`config.mk`:
```
export PLATFORM = sky130hd
export DESIGN_NAME = length_prefixed_frame_deframer
export DESIGN_NICKNAME = d
export VERILOG_FILES = /design/src/hdl/lpfd_pkg.sv /design/src/hdl/length_prefixed_frame_deframer.sv /design/src/hdl/lpfd_ram.sv /design/src/hdl/lpfd_dp.sv /design/src/hdl/lpfd_ctrl.sv
export SDC_FILE = /design/constraint.sdc
export NUM_CORES = 1
export LEC_CHECK = 0
export ABC_AREA = 1
export BUFFER_PORTS_ARGS = -buffer_cell sky130_fd_sc_hd__clkbuf_2
export CORE_ASPECT_RATIO = 1.25
export CORE_MARGIN = 4
export CORE_UTILIZATION = 62
export DETAILED_ROUTE_END_ITERATION = 10
export GPL_TIMING_DRIVEN = 0
export PLACE_DENSITY = 0.79
export SLEW_MARGIN = 15
export SYNTH_ARGS = -nofsm -noshare
export SYNTH_HDL_FRONTEND = slang
export SYNTH_SLANG_ARGS = --single-unit
```
`constraint.sdc`:
```
create_clock -name i_clk -period 2.8 [get_ports i_clk]
set_input_delay 0.14 -clock i_clk [delete_from_list [all_inputs] [get_ports i_clk]]
set_output_delay 0.14 -clock i_clk [all_outputs]
set_load 0.02 [all_outputs]
```
`src/hdl/lpfd_pkg.sv`:
```
// Shared constants and controller/datapath interface types for the frame deframer.
package lpfd_pkg;

    // Largest accepted length (command byte plus payload bytes).
    localparam int MAX_FRAME_LEN = 32;
    localparam int STORE_DEPTH   = MAX_FRAME_LEN - 1;

    localparam int BYTE_W = 8;
    localparam int PLEN_W = 5;                              // payload_len port width
    localparam int WP_W   = $clog2(MAX_FRAME_LEN);          // payload position / count
    localparam int LEN_W  = $clog2(MAX_FRAME_LEN + 1);      // remaining byte count

    localparam logic [BYTE_W-1:0] LEN_EXT_MASK = 8'h80;
    localparam logic [BYTE_W-1:0] LEN_LOW_MASK = 8'h7F;
    localparam logic [BYTE_W-1:0] MAX_LEN_B    = BYTE_W'(MAX_FRAME_LEN);

    // Controller -> datapath commands.
    typedef struct packed {
        logic xor_load;    // running check = rx byte
        logic xor_acc;     // running check ^= rx byte
        logic hi_load;     // capture high length bits
        logic start1;      // start frame with one-byte length
        logic start2;      // start frame with two-byte length
        logic cmd_load;    // capture command byte
        logic data_write;  // store payload byte
        logic rem_dec;     // count down remaining bytes
        logic rd_start;    // read payload position zero
        logic rd_next;     // advance to next payload position
    } t_dp_cmd;

    // Datapath -> controller status.
    typedef struct packed {
        logic byte_ext;    // rx byte has the two-byte length flag
        logic len1_ok;     // one-byte length in range
        logic len2_ok;     // two-byte length in range
        logic rem_one;     // one byte left to count
        logic xor_ok;      // frame checks out with this byte
        logic rd_last;     // current result is the last of the frame
    } t_dp_sts;

endpackage

```
`src/hdl/length_prefixed_frame_deframer.sv`:
```
// Latency: the first result of a good frame is valid the cycle after its check byte is taken.
// Throughput: one input byte per cycle while a frame is received; after a good frame the
// results follow one per cycle while i_out_ready is high, and input is held off meanwhile.
// The burst rate is set by the single read port of the payload RAM.
// Reset: i_rst_n synchronous, active low; returns to waiting for a length byte, no results.
// The payload RAM has no reset; only entries written in the current frame are read.
module length_prefixed_frame_deframer import lpfd_pkg::*; (
    input  logic              i_clk,
    input  logic              i_rst_n,
    // input transaction: one received byte
    input  logic              i_in_valid,
    output logic              o_in_ready,
    input  logic [BYTE_W-1:0] i_rx_byte,
    // output transaction: one result of an accepted frame
    output logic              o_out_valid,
    input  logic              i_out_ready,
    output logic [BYTE_W-1:0] o_command,
    output logic [PLEN_W-1:0] o_payload_len,
    output logic [BYTE_W-1:0] o_data_byte,
    output logic              o_data_valid,
    output logic              o_last
);

    t_dp_cmd cmd;
    t_dp_sts sts;

    // Controller tracks the frame phase (length, ext length, command, payload,
    // check, result burst) and issues per-transaction commands.
    lpfd_ctrl u_ctrl (
        .i_clk       (i_clk),
        .i_rst_n     (i_rst_n),
        .i_in_valid  (i_in_valid),
        .o_in_ready  (o_in_ready),
        .o_out_valid (o_out_valid),
        .i_out_ready (i_out_ready),
        .o_last      (o_last),
        .i_sts       (sts),
        .o_cmd       (cmd)
    );

    // Datapath keeps the running XOR, length bookkeeping, command byte and
    // the payload RAM; it also forms the result fields.
    lpfd_dp u_dp (
        .i_clk         (i_clk),
        .i_rst_n       (i_rst_n),
        .i_rx_byte     (i_rx_byte),
        .i_cmd         (cmd),
        .o_sts         (sts),
        .o_command     (o_command),
        .o_payload_len (o_payload_len),
        .o_data_byte   (o_data_byte),
        .o_data_valid  (o_data_valid)
    );

endmodule

```
`src/hdl/lpfd_ram.sv`:
```
// Generic single-port-write, single-port-read RAM with registered read data.
module lpfd_ram #(
    parameter int WIDTH = 8,
    parameter int DEPTH = 31
) (
    input  logic                                   i_clk,
    input  logic                                   i_we,
    input  logic [(DEPTH > 1 ? $clog2(DEPTH) : 1)-1:0] i_waddr,
    input  logic [WIDTH-1:0]                       i_wdata,
    input  logic                                   i_re,
    input  logic [(DEPTH > 1 ? $clog2(DEPTH) : 1)-1:0] i_raddr,
    output logic [WIDTH-1:0]                       o_rdata
);

    logic [WIDTH-1:0] r_mem [DEPTH];
    logic [WIDTH-1:0] r_rdata;

    always_ff @(posedge i_clk) begin
        if (i_we) begin
            r_mem[i_waddr] <= i_wdata;
        end
        if (i_re) begin
            r_rdata <= r_mem[i_raddr];
        end
    end

    assign o_rdata = r_rdata;

endmodule

```
`src/hdl/lpfd_dp.sv`:
```
// Datapath: length and check tracking, command capture, payload store and result fields.
module lpfd_dp import lpfd_pkg::*; (
    input  logic              i_clk,
    input  logic              i_rst_n,
    input  logic [BYTE_W-1:0] i_rx_byte,
    input  t_dp_cmd           i_cmd,
    output t_dp_sts           o_sts,
    output logic [BYTE_W-1:0] o_command,
    output logic [PLEN_W-1:0] o_payload_len,
    output logic [BYTE_W-1:0] o_data_byte,
    output logic              o_data_valid
);

    logic [BYTE_W-1:0] r_xor,       n_xor;
    logic [6:0]        r_len_hi,    n_len_hi;
    logic [LEN_W-1:0]  r_remaining, n_remaining;
    logic [BYTE_W-1:0] r_command,   n_command;
    logic [WP_W-1:0]   r_wr_pos,    n_wr_pos;
    logic [WP_W-1:0]   r_rd_pos,    n_rd_pos;

    logic              wr_en;
    logic              rd_en;
    logic [WP_W-1:0]   rd_addr;
    logic [BYTE_W-1:0] rd_data;
    logic              wp_zero;
    logic [WP_W:0]     rd_pos_inc;

    assign wp_zero    = (r_wr_pos == '0);
    assign rd_pos_inc = {1'b0, r_rd_pos} + (WP_W+1)'(1);

    // status
    always_comb begin
        o_sts.byte_ext  = ((i_rx_byte & LEN_EXT_MASK) != '0);
        o_sts.len1_ok   = (i_rx_byte != '0) && !o_sts.byte_ext && (i_rx_byte <= MAX_LEN_B);
        o_sts.len2_ok   = (r_len_hi == '0) && (i_rx_byte != '0) && (i_rx_byte <= MAX_LEN_B);
        o_sts.rem_one   = (r_remaining == LEN_W'(1));
        o_sts.xor_ok    = ((r_xor ^ i_rx_byte) == '0);
        o_sts.rd_last   = wp_zero || (rd_pos_inc == {1'b0, r_wr_pos});
    end

    always_comb begin
        n_xor       = r_xor;
        n_len_hi    = r_len_hi;
        n_remaining = r_remaining;
        n_command   = r_command;
        n_wr_pos    = r_wr_pos;
        n_rd_pos    = r_rd_pos;

        if (i_cmd.xor_load) begin
            n_xor = i_rx_byte;
        end else if (i_cmd.xor_acc) begin
            n_xor = r_xor ^ i_rx_byte;
        end
        if (i_cmd.hi_load) begin
            n_len_hi = 7'(i_rx_byte & LEN_LOW_MASK);
        end
        if (i_cmd.start1 || i_cmd.start2) begin
            n_remaining = LEN_W'(i_rx_byte);
            n_wr_pos    = '0;
        end else if (i_cmd.rem_dec) begin
            n_remaining = r_remaining - LEN_W'(1);
        end
        if (i_cmd.cmd_load) begin
            n_command = i_rx_byte;
        end
        if (wr_en) begin
            n_wr_pos = r_wr_pos + WP_W'(1);
        end
        if (i_cmd.rd_start) begin
            n_rd_pos = '0;
        end else if (i_cmd.rd_next) begin
            n_rd_pos = rd_pos_inc[WP_W-1:0];
        end
    end

    always_ff @(posedge i_clk) begin
        if (!i_rst_n) begin
            r_xor       <= '0;
            r_len_hi    <= '0;
            r_remaining <= '0;
            r_command   <= '0;
            r_wr_pos    <= '0;
            r_rd_pos    <= '0;
        end else begin
            r_xor       <= n_xor;
            r_len_hi    <= n_len_hi;
            r_remaining <= n_remaining;
            r_command   <= n_command;
            r_wr_pos    <= n_wr_pos;
            r_rd_pos    <= n_rd_pos;
        end
    end

    // payload store; read data registered, held between reads
    assign wr_en   = i_cmd.data_write && (r_wr_pos < WP_W'(STORE_DEPTH));
    assign rd_en   = i_cmd.rd_start || i_cmd.rd_next;
    assign rd_addr = i_cmd.rd_start ? '0 : rd_pos_inc[WP_W-1:0];

    lpfd_ram #(
        .WIDTH (BYTE_W),
        .DEPTH (STORE_DEPTH)
    ) u_store (
        .i_clk   (i_clk),
        .i_we    (wr_en),
        .i_waddr (r_wr_pos),
        .i_wdata (i_rx_byte),
        .i_re    (rd_en),
        .i_raddr (rd_addr),
        .o_rdata (rd_data)
    );

    assign o_command     = r_command;
    assign o_payload_len = PLEN_W'(r_wr_pos);
    assign o_data_byte   = wp_zero ? '0 : rd_data;
    assign o_data_valid  = !wp_zero;

endmodule

```
`src/hdl/lpfd_ctrl.sv`:
```
// Controller: frame phase state machine, handshakes and datapath commands.
module lpfd_ctrl import lpfd_pkg::*; (
    input  logic    i_clk,
    input  logic    i_rst_n,
    input  logic    i_in_valid,
    output logic    o_in_ready,
    output logic    o_out_valid,
    input  logic    i_out_ready,
    output logic    o_last,
    input  t_dp_sts i_sts,
    output t_dp_cmd o_cmd
);

    localparam logic [2:0] ST_LEN   = 3'd0;
    localparam logic [2:0] ST_LEN2  = 3'd1;
    localparam logic [2:0] ST_CMD   = 3'd2;
    localparam logic [2:0] ST_DATA  = 3'd3;
    localparam logic [2:0] ST_CHECK = 3'd4;
    localparam logic [2:0] ST_SHOW  = 3'd5;

    logic [2:0] r_state, n_state;
    logic       in_acc;
    logic       out_acc;

    assign o_in_ready  = (r_state != ST_SHOW);
    assign o_out_valid = (r_state == ST_SHOW);
    assign o_last      = i_sts.rd_last;
    assign in_acc      = i_in_valid && o_in_ready;
    assign out_acc     = o_out_valid && i_out_ready;

    always_comb begin
        n_state = r_state;
        o_cmd   = '0;
        unique case (r_state)
            ST_LEN: begin
                if (in_acc) begin
                    o_cmd.xor_load = 1'b1;
                    o_cmd.hi_load  = 1'b1;
                    if (i_sts.byte_ext) begin
                        n_state = ST_LEN2;
                    end else if (i_sts.len1_ok) begin
                        o_cmd.start1 = 1'b1;
                        n_state      = ST_CMD;
                    end
                end
            end
            ST_LEN2: begin
                if (in_acc) begin
                    o_cmd.xor_acc = 1'b1;
                    if (i_sts.len2_ok) begin
                        o_cmd.start2 = 1'b1;
                        n_state      = ST_CMD;
                    end else begin
                        n_state = ST_LEN;
                    end
                end
            end
            ST_CMD: begin
                if (in_acc) begin
                    o_cmd.xor_acc  = 1'b1;
                    o_cmd.cmd_load = 1'b1;
                    o_cmd.rem_dec  = 1'b1;
                    n_state = i_sts.rem_one ? ST_CHECK : ST_DATA;
                end
            end
            ST_DATA: begin
                if (in_acc) begin
                    o_cmd.xor_acc    = 1'b1;
                    o_cmd.data_write = 1'b1;
                    o_cmd.rem_dec    = 1'b1;
                    if (i_sts.rem_one) begin
                        n_state = ST_CHECK;
                    end
                end
            end
            ST_CHECK: begin
                // keep position zero read so the first result is ready on entry
                o_cmd.rd_start = 1'b1;
                if (in_acc) begin
                    o_cmd.xor_acc = 1'b1;
                    n_state = i_sts.xor_ok ? ST_SHOW : ST_LEN;
                end
            end
            ST_SHOW: begin
                if (out_acc) begin
                    if (i_sts.rd_last) begin
                        n_state = ST_LEN;
                    end else begin
                        o_cmd.rd_next = 1'b1;
                    end
                end
            end
            default: begin
                n_state = ST_LEN;
            end
        endcase
    end

    always_ff @(posedge i_clk) begin
        if (!i_rst_n) begin
            r_state <= ST_LEN;
        end else begin
            r_state <= n_state;
        end
    end

    a_bad_check_drops: assert property (@(posedge i_clk) disable iff (!i_rst_n)
        (in_acc && r_state == ST_CHECK && !i_sts.xor_ok) |=> (r_state == ST_LEN))
        else $error("bad check byte did not drop the frame");

    a_last_ends_burst: assert property (@(posedge i_clk) disable iff (!i_rst_n)
        (out_acc && o_last) |=> (r_state == ST_LEN && !o_out_valid))
        else $error("results continued after last");

    a_data_to_check: assert property (@(posedge i_clk) disable iff (!i_rst_n)
        (in_acc && r_state == ST_DATA && i_sts.rem_one) |=> (r_state == ST_CHECK))
        else $error("payload count did not end at check byte");

    a_no_overlap: assert property (@(posedge i_clk) disable iff (!i_rst_n)
        o_out_valid |-> !o_in_ready)
        else $error("input taken during result burst");

endmodule
```
== After elaboration in Yosys (flattened, before gate mapping) ==
Memory sizes are Yosys's and may differ from the RTL's. A register that Yosys moved wholly into a read port is not among the register bits.
Cells that the tools add are included.
Operators by class
  multiplexer cells: 42
  add/subtract/negate cells: 3
  reductions and logical operators: 23
  equal/unequal tests: 17
  bitwise operators: 2
  order comparisons: 2
Operators by type and width (number)
  3-bit two-way mux: 12
  8-bit two-way mux: 3
  3-bit one-hot mux with 6 select lines: 1
  1-bit two-way mux: 16
  5-bit two-way mux: 3
  6-bit two-way mux: 2
  2-bit by 1-bit inequality test with 1-bit output (second input constant): 6
  9-bit AND reduction: 1
  8-bit by 6-bit <= comparator with 1-bit output (second input constant): 1
  8-bit zero test: 1
  2-bit two-way mux: 4
  8-bit nonzero test: 1
  8-bit XOR: 1
  1-bit logical AND: 7
  7-bit zero test: 1
  5-bit by 1-bit adder with 6-bit output (second input constant): 1
  3-bit by 2-bit == test with 1-bit output (second input constant): 2
  3-bit == test (second input constant): 2
  6-bit by 1-bit == test with 1-bit output (second input constant): 1
  6-bit by 5-bit == test with 1-bit output: 1
  3-bit inequality test (second input constant): 2
  2-bit nonzero test: 3
  6-bit by 1-bit subtractor with 6-bit output (second input constant): 1
  5-bit by 1-bit adder with 5-bit output (second input constant): 1
  other kinds (11): 15
Word-level totals
  input bits: 12
  output and inout port bits: 25
  memories kept: 1
  bits in registers: 42
  memory bits (writable): 248
  logic and storage cells: 97
Memory list
  u_dp.u_store.r_mem: words 31, bits a word 8, rd ports 1, clocked after Yosys merged registers in 1, write ports 1, RTL line lpfd_ram.sv:15  | logic [WIDTH-1:0] r_mem [DEPTH];

== Logic depth before layout (Yosys ltp) ==
  word-level depth: 10
  mapped depth: 13
  mapped depth without buffers: 12

== Hierarchy ==
From an unflattened synthesis, not the netlist that was laid out.
Unflattened totals
  cells, all modules: 1273
  area, all modules: 12877.4 sq um
Modules (own cells, without submodules)
  lpfd_ram: times used 1, sequential area each 7687.4 sq um, area each 10361.2 sq um, cells an instance 883
  lpfd_dp: times used 1, sequential area each 780.7 sq um, area each 2113.3 sq um, cells an instance 315
  lpfd_ctrl: times used 1, sequential area each 60.1 sq um, area each 402.9 sq um, cells an instance 75

== Worst setup path after synthesis ==
Ideal clock, no wire load.
  path type: register to register
  from: register u_dp.r_wr_pos[2], in the netlist u_dp.o_payload_len[2]
  to: memory u_dp.u_store.r_mem[10][0], enable pin
  period minus slack after synthesis: 2024 ps
  path buffers: 1
  data required time: 2430 ps
  setup slack: 776 ps
  setup time: 370 ps
  data arrival time: 1653 ps
  stages on the path, launching flop included: 7
  cells stage by stage: dfxtp_1 > buf_2 > inv_1 > nor3_1 > a21oi_2 > nand2_1 > nor2_1
On the way
  longest elaborated chain between the ends: 4
RTL lines
  start: declaration: RTL line lpfd_dp.sv:18  | logic [WP_W-1:0] r_wr_pos, n_wr_pos;
  start signal: assignment: RTL line lpfd_dp.sv:89  | r_wr_pos <= n_wr_pos;
  5-bit less-than comparator: RTL line lpfd_dp.sv:95  | assign wr_en = i_cmd.data_write && (r_wr_pos < WP_W'(STORE_DEPTH));
  1-bit logical AND: RTL line lpfd_dp.sv:95
  1-bit two-way mux: RTL line lpfd_ram.sv:19  | if (i_we) begin
  1-bit two-way mux (not written as such): RTL line lpfd_ram.sv:20  | r_mem[i_waddr] <= i_wdata;
  end: declaration: RTL line lpfd_ram.sv:15
Parallel ways exist; a longest one is shown, timed or not.

== Final worst setup path ==
  from: register u_ctrl.r_state[2]
  to: memory u_dp.u_store.r_mem[18][4], enable pin
On the way
  longest elaborated chain between the ends: 7
  elaborated cells between the ends (all ways): 8
  classes of those cells: eq/ne: 2; mux: 4; reduce/logical: 2
RTL lines
  start: declaration: RTL line lpfd_ctrl.sv:21  | logic [2:0] r_state, n_state;
  start signal: assignment: RTL line lpfd_ctrl.sv:103  | r_state <= n_state;
  3-bit inequality test: RTL line lpfd_ctrl.sv:25  | assign o_in_ready = (r_state != ST_SHOW);
  1-bit logical AND: RTL line lpfd_ctrl.sv:28  | assign in_acc = i_in_valid && o_in_ready;
  2-bit two-way mux: RTL line lpfd_ctrl.sv:67  | if (in_acc) begin
  1-bit two-way mux *: RTL line lpfd_ctrl.sv:34  | unique case (r_state)
  1-bit logical AND *: RTL line lpfd_dp.sv:95
  1-bit two-way mux *: RTL line lpfd_ram.sv:19
  1-bit two-way mux (not written as such) *: RTL line lpfd_ram.sv:20
Every way passes the cells marked *; elsewhere a longest branch is shown, timed or not.

==> impl_results.md <==
- Outcome: completed
- FMAX: 0.358 GHz
- Number of synthesized flops with an enable pin: 256
- Peak VDD IR: 0.000639 V
- Synth area leader: edfxtp_1
- Area Overhead vs Synth: 10.9%
- Via density per instance: 5.89
- Req. time, crit path: 2.96 ns
- Avg Synthesized Cell Area: 10.0 um^2
- Most numerous cell in the Yosys netlist: nand2_1
- H-tree levels: 1
- First-pass DRT Iterations: 6
- Initial antenna violation count: 0
- Syn Std Cell Area: 13,100 um^2
- Final Hold Vio Count: 0
- Max-Cap Viols: 0
- Pre-CTS setup slack: -0.00586 ns
- Layout cells sized above 1: 0.115
- Fin. max-slew vios: 0
- Hold_sp: i_out_ready
- Area of the die: 23,600 um^2
- R2R Path Start: u_ctrl.r_state[2]
- Final setup fails: 0
- Initial Util: 0.631
- Synthesized Nets: 1,332
- Number of sinks on the clock net: 298
- Post-Syn Instances: 1,313
- Crit path launch type: flop
- Vias in the first global route: 9,566
- Final Util: 0.700
- Setup CP Type: flop to flop
- Netlist cell types: 39
- Drt drc: 0
- Final worst slack: 0.00516 ns
- Site Rows: 59
- Worst slew pin tran: 1.03 ns
- Commonest cells in the netlist: 350 x nand2_1, 256 x edfxtp_1, 180 x nand3_1
- Final Cell Area: 14,600 um^2
- Crit. End Element: flop
- RSZ-0062 raised after global routing: true
- Ports: 37
- Final Power: 9.74 mW
- Post-DP Area: 13,700 um^2
- WL final: 34,200 um
- Number of CTS-inserted buffers: 27
- Register bit total from synthesis: 298
- CTS max path bufs: 3
- GR Overflow Total: 0
- IO Port Bufs: 36
- Root Buffer: clkbuf_16
- Core area: 20,800 um^2
- Gr usage total: 0.284
- LEAKAGE: 5.69 nW
- Final TNS setup: 0 ns
- FFs w/ async S/R, synth: 0
- Hold/Removal Path Class: input pin to flop
- Rel. slew slack: 0.311
- Final #Nets: 1,398
- Seq/Total Area, Yosys: 0.649
- Critical Path Source: u_ctrl.r_state[2]
- Largest net degree at the start of global routing: 38
- Post-route clock period utilization: 0.998
- Worst-path fanout max: 9
- Detail Route Antenna Nets: 0
- Worst-Skew Late Latency: 0.54 ns
- CP arrival: 2.96 ns
- Post-synth top flop: edfxtp_1
- Antenna cells: 0
- WL per Instance: 20.5 um
- Reg clk slew, reported paths: 0.06 ns
- Skew final: 0.00730 ns
- Wire length of the first global-routing pass: 51,800 um
- CTS tree: done
- Die X: 138 um
- Dominant cells by area after synthesis: edfxtp_1 58%, nand2_1 10%, nand3_1 6.9%, dfxtp_1 6.4%, nor2_1 3.4%
- GP Congestion: 0.927
- YS warnings: 0
- PD cells: 668 nW/um^2
- Post-CTS setup buffers: 0
- Tmin final: 2.79 ns
- Routed via count: 9,857
- Post-synth top area share: 0.585
- DP HPWL: 22,400 um
- Initial DRC Count: 1,063
- Die height: 171 um
path summary, 6_finish.rpt:
kind / to / cells after the start / slack [ns]
setup reg to reg: u_dp.u_store.r_mem[18][4] / 7 / 0.005
setup / recovery: u_dp.u_store.r_mem[18][4] / 7 / 0.005
hold reg to reg: u_dp.r_len_hi[4] / 2 / 0.46
hold / removal: u_dp.r_rd_pos[1] / 5 / 0.01
cells in the final DEF (no fill, tap or decap), types with 16 or more instances in the layout:
| cell type | netlist | final |
|---|---|---|
| a21oi_1 | 35 | 35 |
| buf_2 | 22 | 22 |
| clkbuf_1 | 18 | 24 |
| clkbuf_16 | 0 | 27 |
| clkbuf_2 | 0 | 36 |
| dfxtp_1 | 42 | 42 |
| edfxtp_1 | 256 | 256 |
| inv_1 | 103 | 103 |
| nand2_1 | 350 | 350 |
| nand3_1 | 180 | 180 |
| nand3b_1 | 16 | 16 |
| nor2_1 | 119 | 96 |
| nor2_2 | 4 | 27 |
| o21ai_0 | 45 | 45 |
layer usage:
| metal | vias up | track usage | wire length, um |
|---|---|---|---|
| met5 | - | 0 | 0 |
| met4 | 0 | 0.132 | 1490 |
| met3 | 105 | 0.0411 | 3470 |
| met2 | 607 | 0.490 | 16700 |
| met1 | 4600 | 0.360 | 12600 |
| li1 | 4545 | - | - |
cell families after synthesis:
group / count (synthesis) / synth area share
flops: 298 / 0.649
fa+ha+maj: 7 / 0.00666
compound gates: 118 / 0.0490
xor+xnor: 14 / 0.00933
buf+inv: 171 / 0.0538
simple gates: 705 / 0.232
power by group:
group          total [mW]  leakage (nW)  internal, mW  switching (mW)
registers            4.96          2.64          4.90          0.0589
logic                1.17          2.64         0.357           0.813
clock network        3.61         0.409          2.04            1.57
sequential cells by signal, indices dropped and copies added (netlist names), 5 cells and up:
signal / cells
u_dp.r_remaining: 6
u_dp.r_rd_pos: 5
u_dp.o_command: 8
u_dp.u_store.o_rdata: 8
u_dp.r_len_hi: 7
u_dp.r_xor: 8
u_dp.u_store.r_mem: 248
u_dp.o_payload_len: 5
worst max-delay path: stages (launching register included):
cell and delay (ns):
dfxtp_1 0.38, inv_2 0.11, nand2_1 0.08, nor2_1 0.21
nand2_1 0.15, a21oi_2 0.35, nand2_1 0.43, nor2_1 0.72
per-stage QoR:
| step | std cells | hold slack, ns |
|---|---|---|
| finish | 1673 | 0.0143 |
| global route | 1673 | 0.0715 |
| CTS | 1673 | 0.00534 |
| detailed placement | 1623 | 0.460 |
| global placement | 1623 | 0.450 |
| floorplan | 1313 | 0.239 |
layout make-up:
cell class                      count  area, um^2
Fill cell                        1509        6240
Sequential cell                   298        8530
Inverter                          116         435
Tap cell                          274         343
Clock inverter                     16         146
Clock buffer                       33         698
Multi-Input combinational cell    844        3970
Timing Repair Buffer               37         190
Buffer                             55         272
timing repair:
| action | CTS | global route |
|---|---|---|
| endpoints found under the hold margin | 6 | 0 |
| hold buffers | 1 | 0 |
| setup endpoints to repair | 8 | 232 |
| resized for setup | 1 | 22 |
Note: power is estimated with default switching activity, not from simulation.
